## src/rtl/voice_slot_allocator_top_defines.svh

```systemverilog
// Assertion macros for the voice slot allocator.
// Used by the top level only; expects a clock named clk and a reset named rst.
`ifndef VOICE_SLOT_ALLOCATOR_TOP_DEFINES_SVH
`define VOICE_SLOT_ALLOCATOR_TOP_DEFINES_SVH

// Same-cycle implication, disabled during reset.
`define VSA_ASSERT_NOW(label, ante, cons, msg) \
  label: assert property (@(posedge clk) disable iff (rst) (ante) |-> (cons)) \
    else $error(msg);

// Next-cycle implication, disabled during reset.
`define VSA_ASSERT_NEXT(label, ante, cons, msg) \
  label: assert property (@(posedge clk) disable iff (rst) (ante) |=> (cons)) \
    else $error(msg);

`endif

```

## src/rtl/vsa_pkg.sv

```systemverilog
`timescale 1ns / 1ps
// Shared types and constants for the voice slot allocator.
// No dependencies; imported by the controller, datapath and top level.
package vsa_pkg;

  localparam int DONE_BITS = 8;  // width of the finished-voice mask
  localparam int INDEX_W   = 3;  // width of the granted index field
  localparam int TDATA_W   = 8;  // byte-padded stream data width

  typedef enum logic [3:0] {
    ST_IDLE   = 4'b0001,
    ST_SCAN   = 4'b0010,
    ST_DRAIN  = 4'b0100,
    ST_COMMIT = 4'b1000
  } state_t;

  typedef struct packed {
    logic start;      // item accepted: latch mask result, reset scan
    logic scan_step;  // read next stamp and compare the previous one
    logic commit;     // write stamp, bump counter, load output register
  } cmd_t;

  typedef struct packed {
    logic free_hit;   // incoming mask names a finished voice
    logic scan_last;  // scan index is at the last voice
    logic out_free;   // output register empty or being taken this cycle
  } status_t;

endpackage

```

## src/rtl/vsa_ctrl.sv

```systemverilog
`timescale 1ns / 1ps
// Controller state machine for the voice slot allocator.
// Depends on vsa_pkg; drives commands into vsa_dp and reads its status.
module vsa_ctrl import vsa_pkg::*; (
  input  logic    clk,
  input  logic    rst,
  input  logic    in_valid,
  output logic    in_ready,
  input  status_t status,
  output cmd_t    cmd
);

  state_t state, state_next;

  always_ff @(posedge clk) begin
    if (rst) begin
      state <= ST_IDLE;
    end else begin
      state <= state_next;
    end
  end

  always_comb begin
    state_next = state;
    cmd        = '0;
    in_ready   = 1'b0;
    case (state)
      ST_IDLE: begin
        in_ready = 1'b1;
        if (in_valid) begin
          cmd.start  = 1'b1;
          state_next = status.free_hit ? ST_COMMIT : ST_SCAN;
        end
      end
      ST_SCAN: begin
        cmd.scan_step = 1'b1;
        if (status.scan_last) begin
          state_next = ST_DRAIN;
        end
      end
      ST_DRAIN: begin
        // last compare happens in the datapath this cycle
        state_next = ST_COMMIT;
      end
      ST_COMMIT: begin
        if (status.out_free) begin
          cmd.commit = 1'b1;
          state_next = ST_IDLE;
        end
      end
      default: begin
        state_next = ST_IDLE;
      end
    endcase
  end

endmodule

```

## src/rtl/vsa_dp.sv

```systemverilog
`timescale 1ns / 1ps
// Datapath for the voice slot allocator: stamp memory, counter, scan, output.
// Depends on vsa_pkg; commanded by vsa_ctrl.
module vsa_dp import vsa_pkg::*; #(
  parameter int NUM_VOICES  = 8,
  parameter int STAMP_WIDTH = 32
) (
  input  logic                 clk,
  input  logic                 rst,
  input  logic [DONE_BITS-1:0] done_mask,
  input  cmd_t                 cmd,
  output status_t              status,
  input  logic                 out_ready,
  output logic                 out_valid,
  output logic [INDEX_W-1:0]   voice_index,
  output logic                 stolen
);

  localparam int IDX_W  = $clog2(NUM_VOICES);
  localparam int PW     = (IDX_W > INDEX_W) ? IDX_W : INDEX_W;
  localparam int MASK_N = (NUM_VOICES < DONE_BITS) ? NUM_VOICES : DONE_BITS;

  logic [STAMP_WIDTH-1:0] stamp_mem [NUM_VOICES];
  logic [NUM_VOICES-1:0]  stamp_vld;
  logic [STAMP_WIDTH-1:0] cnt;
  logic [IDX_W-1:0]       scan_idx;
  logic [IDX_W-1:0]       rd_idx;
  logic [STAMP_WIDTH-1:0] rd_data;
  logic                   rd_vld;
  logic                   cmp_en;
  logic [STAMP_WIDTH-1:0] best;
  logic [PW-1:0]          pick;
  logic                   pick_stolen;
  logic [PW-1:0]          enc;
  logic                   free_hit;
  logic [STAMP_WIDTH-1:0] rd_eff;

  // lowest-numbered finished voice
  always_comb begin
    enc = '0;
    for (int i = MASK_N - 1; i >= 0; i--) begin
      if (done_mask[i]) begin
        enc = PW'(i);
      end
    end
  end

  assign free_hit = |done_mask[MASK_N-1:0];
  // a stamp not written since the last clear reads as all ones
  assign rd_eff   = rd_vld ? rd_data : '1;

  assign status.free_hit  = free_hit;
  assign status.scan_last = (scan_idx == IDX_W'(NUM_VOICES - 1));
  assign status.out_free  = !out_valid || out_ready;

  // stamp memory: one registered read port, one write port
  always_ff @(posedge clk) begin
    if (cmd.scan_step) begin
      rd_data <= stamp_mem[scan_idx];
    end
    if (cmd.commit) begin
      stamp_mem[pick[IDX_W-1:0]] <= cnt;
    end
  end

  always_ff @(posedge clk) begin
    if (rst) begin
      stamp_vld <= '0;
      cnt       <= '0;
      cmp_en    <= 1'b0;
      out_valid <= 1'b0;
    end else begin
      cmp_en <= cmd.scan_step;
      if (cmd.start && (cnt == '0)) begin
        stamp_vld <= '0;
      end else if (cmd.commit) begin
        stamp_vld[pick[IDX_W-1:0]] <= 1'b1;
      end
      if (cmd.commit) begin
        cnt <= cnt + STAMP_WIDTH'(1);
      end
      if (cmd.commit) begin
        out_valid <= 1'b1;
      end else if (out_ready) begin
        out_valid <= 1'b0;
      end
    end
  end

  // scan bookkeeping and running minimum
  always_ff @(posedge clk) begin
    if (cmd.start) begin
      scan_idx    <= '0;
      best        <= '1;
      pick        <= free_hit ? enc : '0;
      pick_stolen <= !free_hit;
    end else begin
      if (cmd.scan_step) begin
        scan_idx <= scan_idx + IDX_W'(1);
        rd_idx   <= scan_idx;
        rd_vld   <= stamp_vld[scan_idx];
      end
      if (cmp_en && (rd_eff < best)) begin
        best <= rd_eff;
        pick <= PW'(rd_idx);
      end
    end
  end

  always_ff @(posedge clk) begin
    if (cmd.commit) begin
      voice_index <= pick[INDEX_W-1:0];
      stolen      <= pick_stolen;
    end
  end

endmodule

```

## src/rtl/voice_slot_allocator_top.sv

```systemverilog
`timescale 1ns / 1ps
// Top level of the voice slot allocator: controller plus datapath.
// Depends on vsa_pkg, vsa_ctrl, vsa_dp and voice_slot_allocator_top_defines.svh.
//
// Usage:
//   Input channel (s_*): one item per voice request; s_tdata is the mask of
//   voices that have finished playing. Output channel (m_*): one item per
//   request with the granted voice index and a flag set when a busy voice
//   was stolen.
//   Flow: a request that finds a finished voice goes from acceptance straight
//   to the commit step. Otherwise every stamp is read through the
//   single read port of the stamp memory, one per cycle, and the last
//   stamp is compared in a drain step before the commit. A new request is
//   taken in the cycle after the result is loaded, so only one request is
//   in flight at a time.
//   The result sits in an output register; the next request is accepted
//   while it waits. If the receiver stalls, the following result is held
//   in the commit step until the register frees up, and no input is taken.
//   Reset clears the counter, the stamp valid bits and the output valid flag;
//   stamps read as all ones until written, so no clearing pass is needed.
`include "voice_slot_allocator_top_defines.svh"
module voice_slot_allocator_top import vsa_pkg::*; #(
  parameter int NUM_VOICES  = 8,
  parameter int STAMP_WIDTH = 32
) (
  input  logic               clk,
  input  logic               rst,
  input  logic               s_tvalid,
  output logic               s_tready,
  input  logic [TDATA_W-1:0] s_tdata,   // [7:0] done_mask
  output logic               m_tvalid,
  input  logic               m_tready,
  output logic [TDATA_W-1:0] m_tdata    // [2:0] voice_index, [3] stolen, rest zero
);

  cmd_t               cmd;
  status_t            status;
  logic [INDEX_W-1:0] voice_index;
  logic               stolen;

  vsa_ctrl u_ctrl (
    .clk      (clk),
    .rst      (rst),
    .in_valid (s_tvalid),
    .in_ready (s_tready),
    .status   (status),
    .cmd      (cmd)
  );

  vsa_dp #(
    .NUM_VOICES  (NUM_VOICES),
    .STAMP_WIDTH (STAMP_WIDTH)
  ) u_dp (
    .clk         (clk),
    .rst         (rst),
    .done_mask   (s_tdata[DONE_BITS-1:0]),
    .cmd         (cmd),
    .status      (status),
    .out_ready   (m_tready),
    .out_valid   (m_tvalid),
    .voice_index (voice_index),
    .stolen      (stolen)
  );

  // pack result fields, lowest field in the lowest bits, pad to a byte
  assign m_tdata = {{(TDATA_W - INDEX_W - 1){1'b0}}, stolen, voice_index};

  // one request in flight: no accept right after an accept
  `VSA_ASSERT_NEXT(a_one_in_flight, s_tvalid && s_tready, !s_tready, "second item accepted while busy")
  // a result is only loaded when the output register can take it
  `VSA_ASSERT_NOW(a_commit_room, cmd.commit, !m_tvalid || m_tready, "result overwrote a pending item")
  // a result appears only after a commit
  `VSA_ASSERT_NOW(a_rise_from_commit, $rose(m_tvalid), $past(cmd.commit), "output valid without commit")

endmodule

```

## config.mk

```make
export PLATFORM = sky130hd
export DESIGN_NAME = voice_slot_allocator_top
export DESIGN_NICKNAME = d
export VERILOG_FILES = /design/src/rtl/vsa_pkg.sv /design/src/rtl/vsa_ctrl.sv /design/src/rtl/vsa_dp.sv /design/src/rtl/voice_slot_allocator_top.sv
export VERILOG_INCLUDE_DIRS = /design/src /design/src/rtl
export SDC_FILE = /design/constraint.sdc
export NUM_CORES = 1
export LEC_CHECK = 0
export ABC_AREA = 1
export BUFFER_PORTS_ARGS = -buffer_cell sky130_fd_sc_hd__buf_2
export CORE_ASPECT_RATIO = 0.8
export CORE_UTILIZATION = 55
export DETAILED_ROUTE_END_ITERATION = 8
export PLACE_DENSITY = 0.71
export SLEW_MARGIN = 20
export SYNTH_ARGS = -nofsm -noshare
export SYNTH_HDL_FRONTEND = slang
export SYNTH_HIERARCHICAL = 1
export SYNTH_SLANG_ARGS = --single-unit
```

## constraint.sdc

```tcl
create_clock -name clk -period 4.2 [get_ports clk]
set_clock_uncertainty 0.05 [all_clocks]
set_input_delay 0.21 -clock clk [delete_from_list [all_inputs] [get_ports clk]]
set_output_delay 0.21 -clock clk [all_outputs]
set_load 0.01 [all_outputs]
```

==> reports/results.ini <==
[detailed_routing]
vias_per_cell=5.67
post-route-drc-count=4
vias=10773
routedWlPerCell_um=18.6
first_pass_iters=7
ant_nets=0
drt_iter0_drc=949
wl_um=35400

[placement]
place_congestion=0.868
dp_hpwl_um=20700
numPortBuffers=17

[global_routing]
grt_pass1_vias=10183
grtUsageTotal_pct=24.5
grt_max_degree=87
grt-ovfl-total=0
grt_pass1_wl_um=55500
antenna_found_initial=1

[die]
coreArea_um2=28400
start_util_pct=56.2
die_x_um=193
die-area_um2=29700
rows=55
ios=22
die-height_um=154

[timing]
post-route-period-util_pct=73.2
grt_setup_unrepaired=false
period_needed_ns=3.07
max_clock_freq_mhz=325
hold_viol_final=0
fin_hold_ws_ns=0.0315
setup_violations=0
fin_tns_setup_ns=0
tightestPinTransition_ns=1.00
slew_viol_final=0
slew_headroom_pct=33.2

[synth]
synth_edf_count=300
synth_fa_ha_area_share_pct=2.74
synth.area.mux_share_pct=0
ys.flop_type=edfxtp_1
syn_area_um2=16000
synth_cell_types=44
synth-simple-area-share_pct=15.9
yosysSeqAreaShare_pct=66.6
synth_compound_area_share_pct=9.42
ys_ff_latch=381
synthXorXnorAreaFrac_pct=0.219
ys_top_cells_by_count=nor2_1 (304), edfxtp_1 (300), o21ai_0 (141), nand2_1 (135), inv_1 (123)
synth_area_per_cell_um2=10.7
synth_cells=1492
yosysMostFrequentCell=nor2_1
async_flop_share_pct=0
yosysWarningCount=6
synth_top_family_by_area=simple AND/OR/NAND/NOR gates
synthTopCellsByArea=edfxtp_1 (56%), dfxtp_1 (10%), nor2_1 (7.1%), o21ai_0 (4.4%), nand2_1 (3.2%)
synth_top_area_cell=edfxtp_1
synth_top_area_share_pct=56.4

[clock_network]
post_cts_resized=0
cts.reportedPaths.clkPinSlew_ns=0.06
clk_latency_ns=0.55
post-cts-setup-buffer-count=0
cts_made_buffers=37
cts_root_buf=clkbuf_16
tritoncts=built
hold_buffers=3
clock-sinks=381
ctsLongestPathBuffers=3
cts_max_level=2

[critical_path]
cp.arrival_ns=3.24
critPathRequiredTime_ns=4.37
worst-r2r-cell-count=10
path_max_fanout=33
cp-start-kind=flip-flop
critPathCaptureType=flip-flop
criticalPathCategory=flip-flop to flip-flop

[worst_hold_path]
hold_path_depth=2
min_path_type=primary input to flip-flop

[cells_and_area]
nFillCells=2222
drive_gt1_share_pct=9.55
synthToLayoutAreaGrowth_pct=10.7
fin_nets=1546

[job]
cap_violations=0

[status]
failed_checks=design-rule violations
outcome=finished, violations left

[pwr]
p_total_mw=9.83
ir_worst_vdd_uv=481
leakagePower_nw=6.94
power.density_nw_per_um2=556

## sequential cells by signal (all words and copies together), names as in the netlist
name and flops:
u_dp/voice_index 3, u_dp/out_valid 1, u_dp/rd_vld 1, u_dp/rd_data 32
u_dp/stamp_mem 256, u_dp/cmp_en 1, u_dp/pick_stolen 1, u_dp/stamp_vld 8
u_ctrl/state 4, u_dp/cnt 32, u_dp/pick 3, u_dp/rd_idx 3
u_dp/scan_idx 3, u_dp/best 32, u_dp/stolen 1
## worst max-delay path: stages (launching register included)
cell	delay, ns
edfxtp_1	0.84
buf_4	0.28
nand2_1	0.09
ha_1	0.32
a21oi_1	0.17
a21oi_1	0.08
nor2_1	0.09
nand2_1	0.08
nand2_1	0.09
nand2_2	0.37
nand2_1	0.29
## report_power, final
part           internal, mW  leakage, nW  switching, mW  total, mW
clock                  1.90        0.603           1.40       3.30
sequential             4.34         3.43          0.157       4.50
combinational         0.625         2.90           1.41       2.03
total                  6.87         6.94           2.96       9.83
## area by class of cell
| cell class | count | area (um^2) | share of cell area, % |
|---|---|---|---|
| Tap cell | 370 | 463 | 2.62 |
| Multi-Input combinational cell | 907 | 4590 | 26.0 |
| Clock buffer | 51 | 1050 | 5.94 |
| Sequential cell | 381 | 10600 | 60.1 |
| Timing Repair Buffer | 41 | 273 | 1.54 |
| Inverter | 131 | 494 | 2.79 |
| Clock inverter | 17 | 173 | 0.976 |
| Antenna cell | 2 | 5.00 | 0.0283 |
## through the flow
step           cell area (um^2)  utilization, %  setup WS [ns]  std cells
2_1_floorplan             16000               -           1.03       1495
3_3_place_gp              16400            57.8           1.17       1827
3_5_place_dp              16400            57.8           1.15       1827
4_1_cts                   17700            62.2           1.12       1898
5_1_grt                   17700            62.2          0.856       1898
6_report                  17700            62.2           1.13       1900
## metal layers
metal / vias to the layer above / global-route usage, % / share of wire [%]
met5: - / 0 / 0
met4: 0 / 7.50 / 2.0
met3: 65 / 5.11 / 9.8
met2: 417 / 36.6 / 44
met1: 5105 / 36.1 / 44
li1: 5186 / - / -
## logic make-up (layout without fill, tap and decap cells)
family                   Yosys count  after routing
adder cells (fa/ha/maj)           35             35
flip-flops                       381            381
AO/OA/AOI/OAI                    276            276
buffers and inverters            207            240
AND/OR/NAND/NOR                  588            588
XOR/XNOR                           4              4
other                              1              6
## layout by cell type (no fill, tap or decap), drive strengths merged
| cell | instances |
|---|---|
| nor2 | 316 |
| xnor2 | 1 |
| bufinv | 2 |
| nor3 | 8 |
| dlygate4sd3 | 3 |
| inv | 131 |
| nand2 | 143 |
| nand3 | 85 |
| and3 | 1 |
| a21oi | 41 |
| o21ai | 155 |
| a211oi | 1 |
| nand4 | 16 |
| clkinvlp | 1 |
| nor4 | 11 |
| ha | 35 |
| xor2 | 3 |
| dfxtp | 81 |
| conb | 4 |
| a311oi | 2 |
| nand3b | 4 |
| a21boi | 1 |
| o41ai | 1 |
| buf | 38 |
| clkbuf | 51 |
| diode | 2 |
| clkinv | 14 |
| or2 | 1 |
| o31ai | 2 |
| o22ai | 33 |
| edfxtp | 300 |
| a31oi | 34 |
| o21bai | 1 |
| o21a | 5 |
| nor3b | 3 |
## path summary, 6_finish.rpt
check | startpoint | endpoint | slack (ns)
worst min register to register | u_dp/pick_stolen | u_dp/stolen | 0.38
worst max-delay path | u_dp/rd_vld | u_dp/pick[1] | 1.13
worst min-delay path | s_tdata[1] | u_dp/pick[1] | 0.03
worst max register to register | u_dp/rd_vld | u_dp/pick[1] | 1.13
No activity file was read; power rests on OpenSTA's default activity.
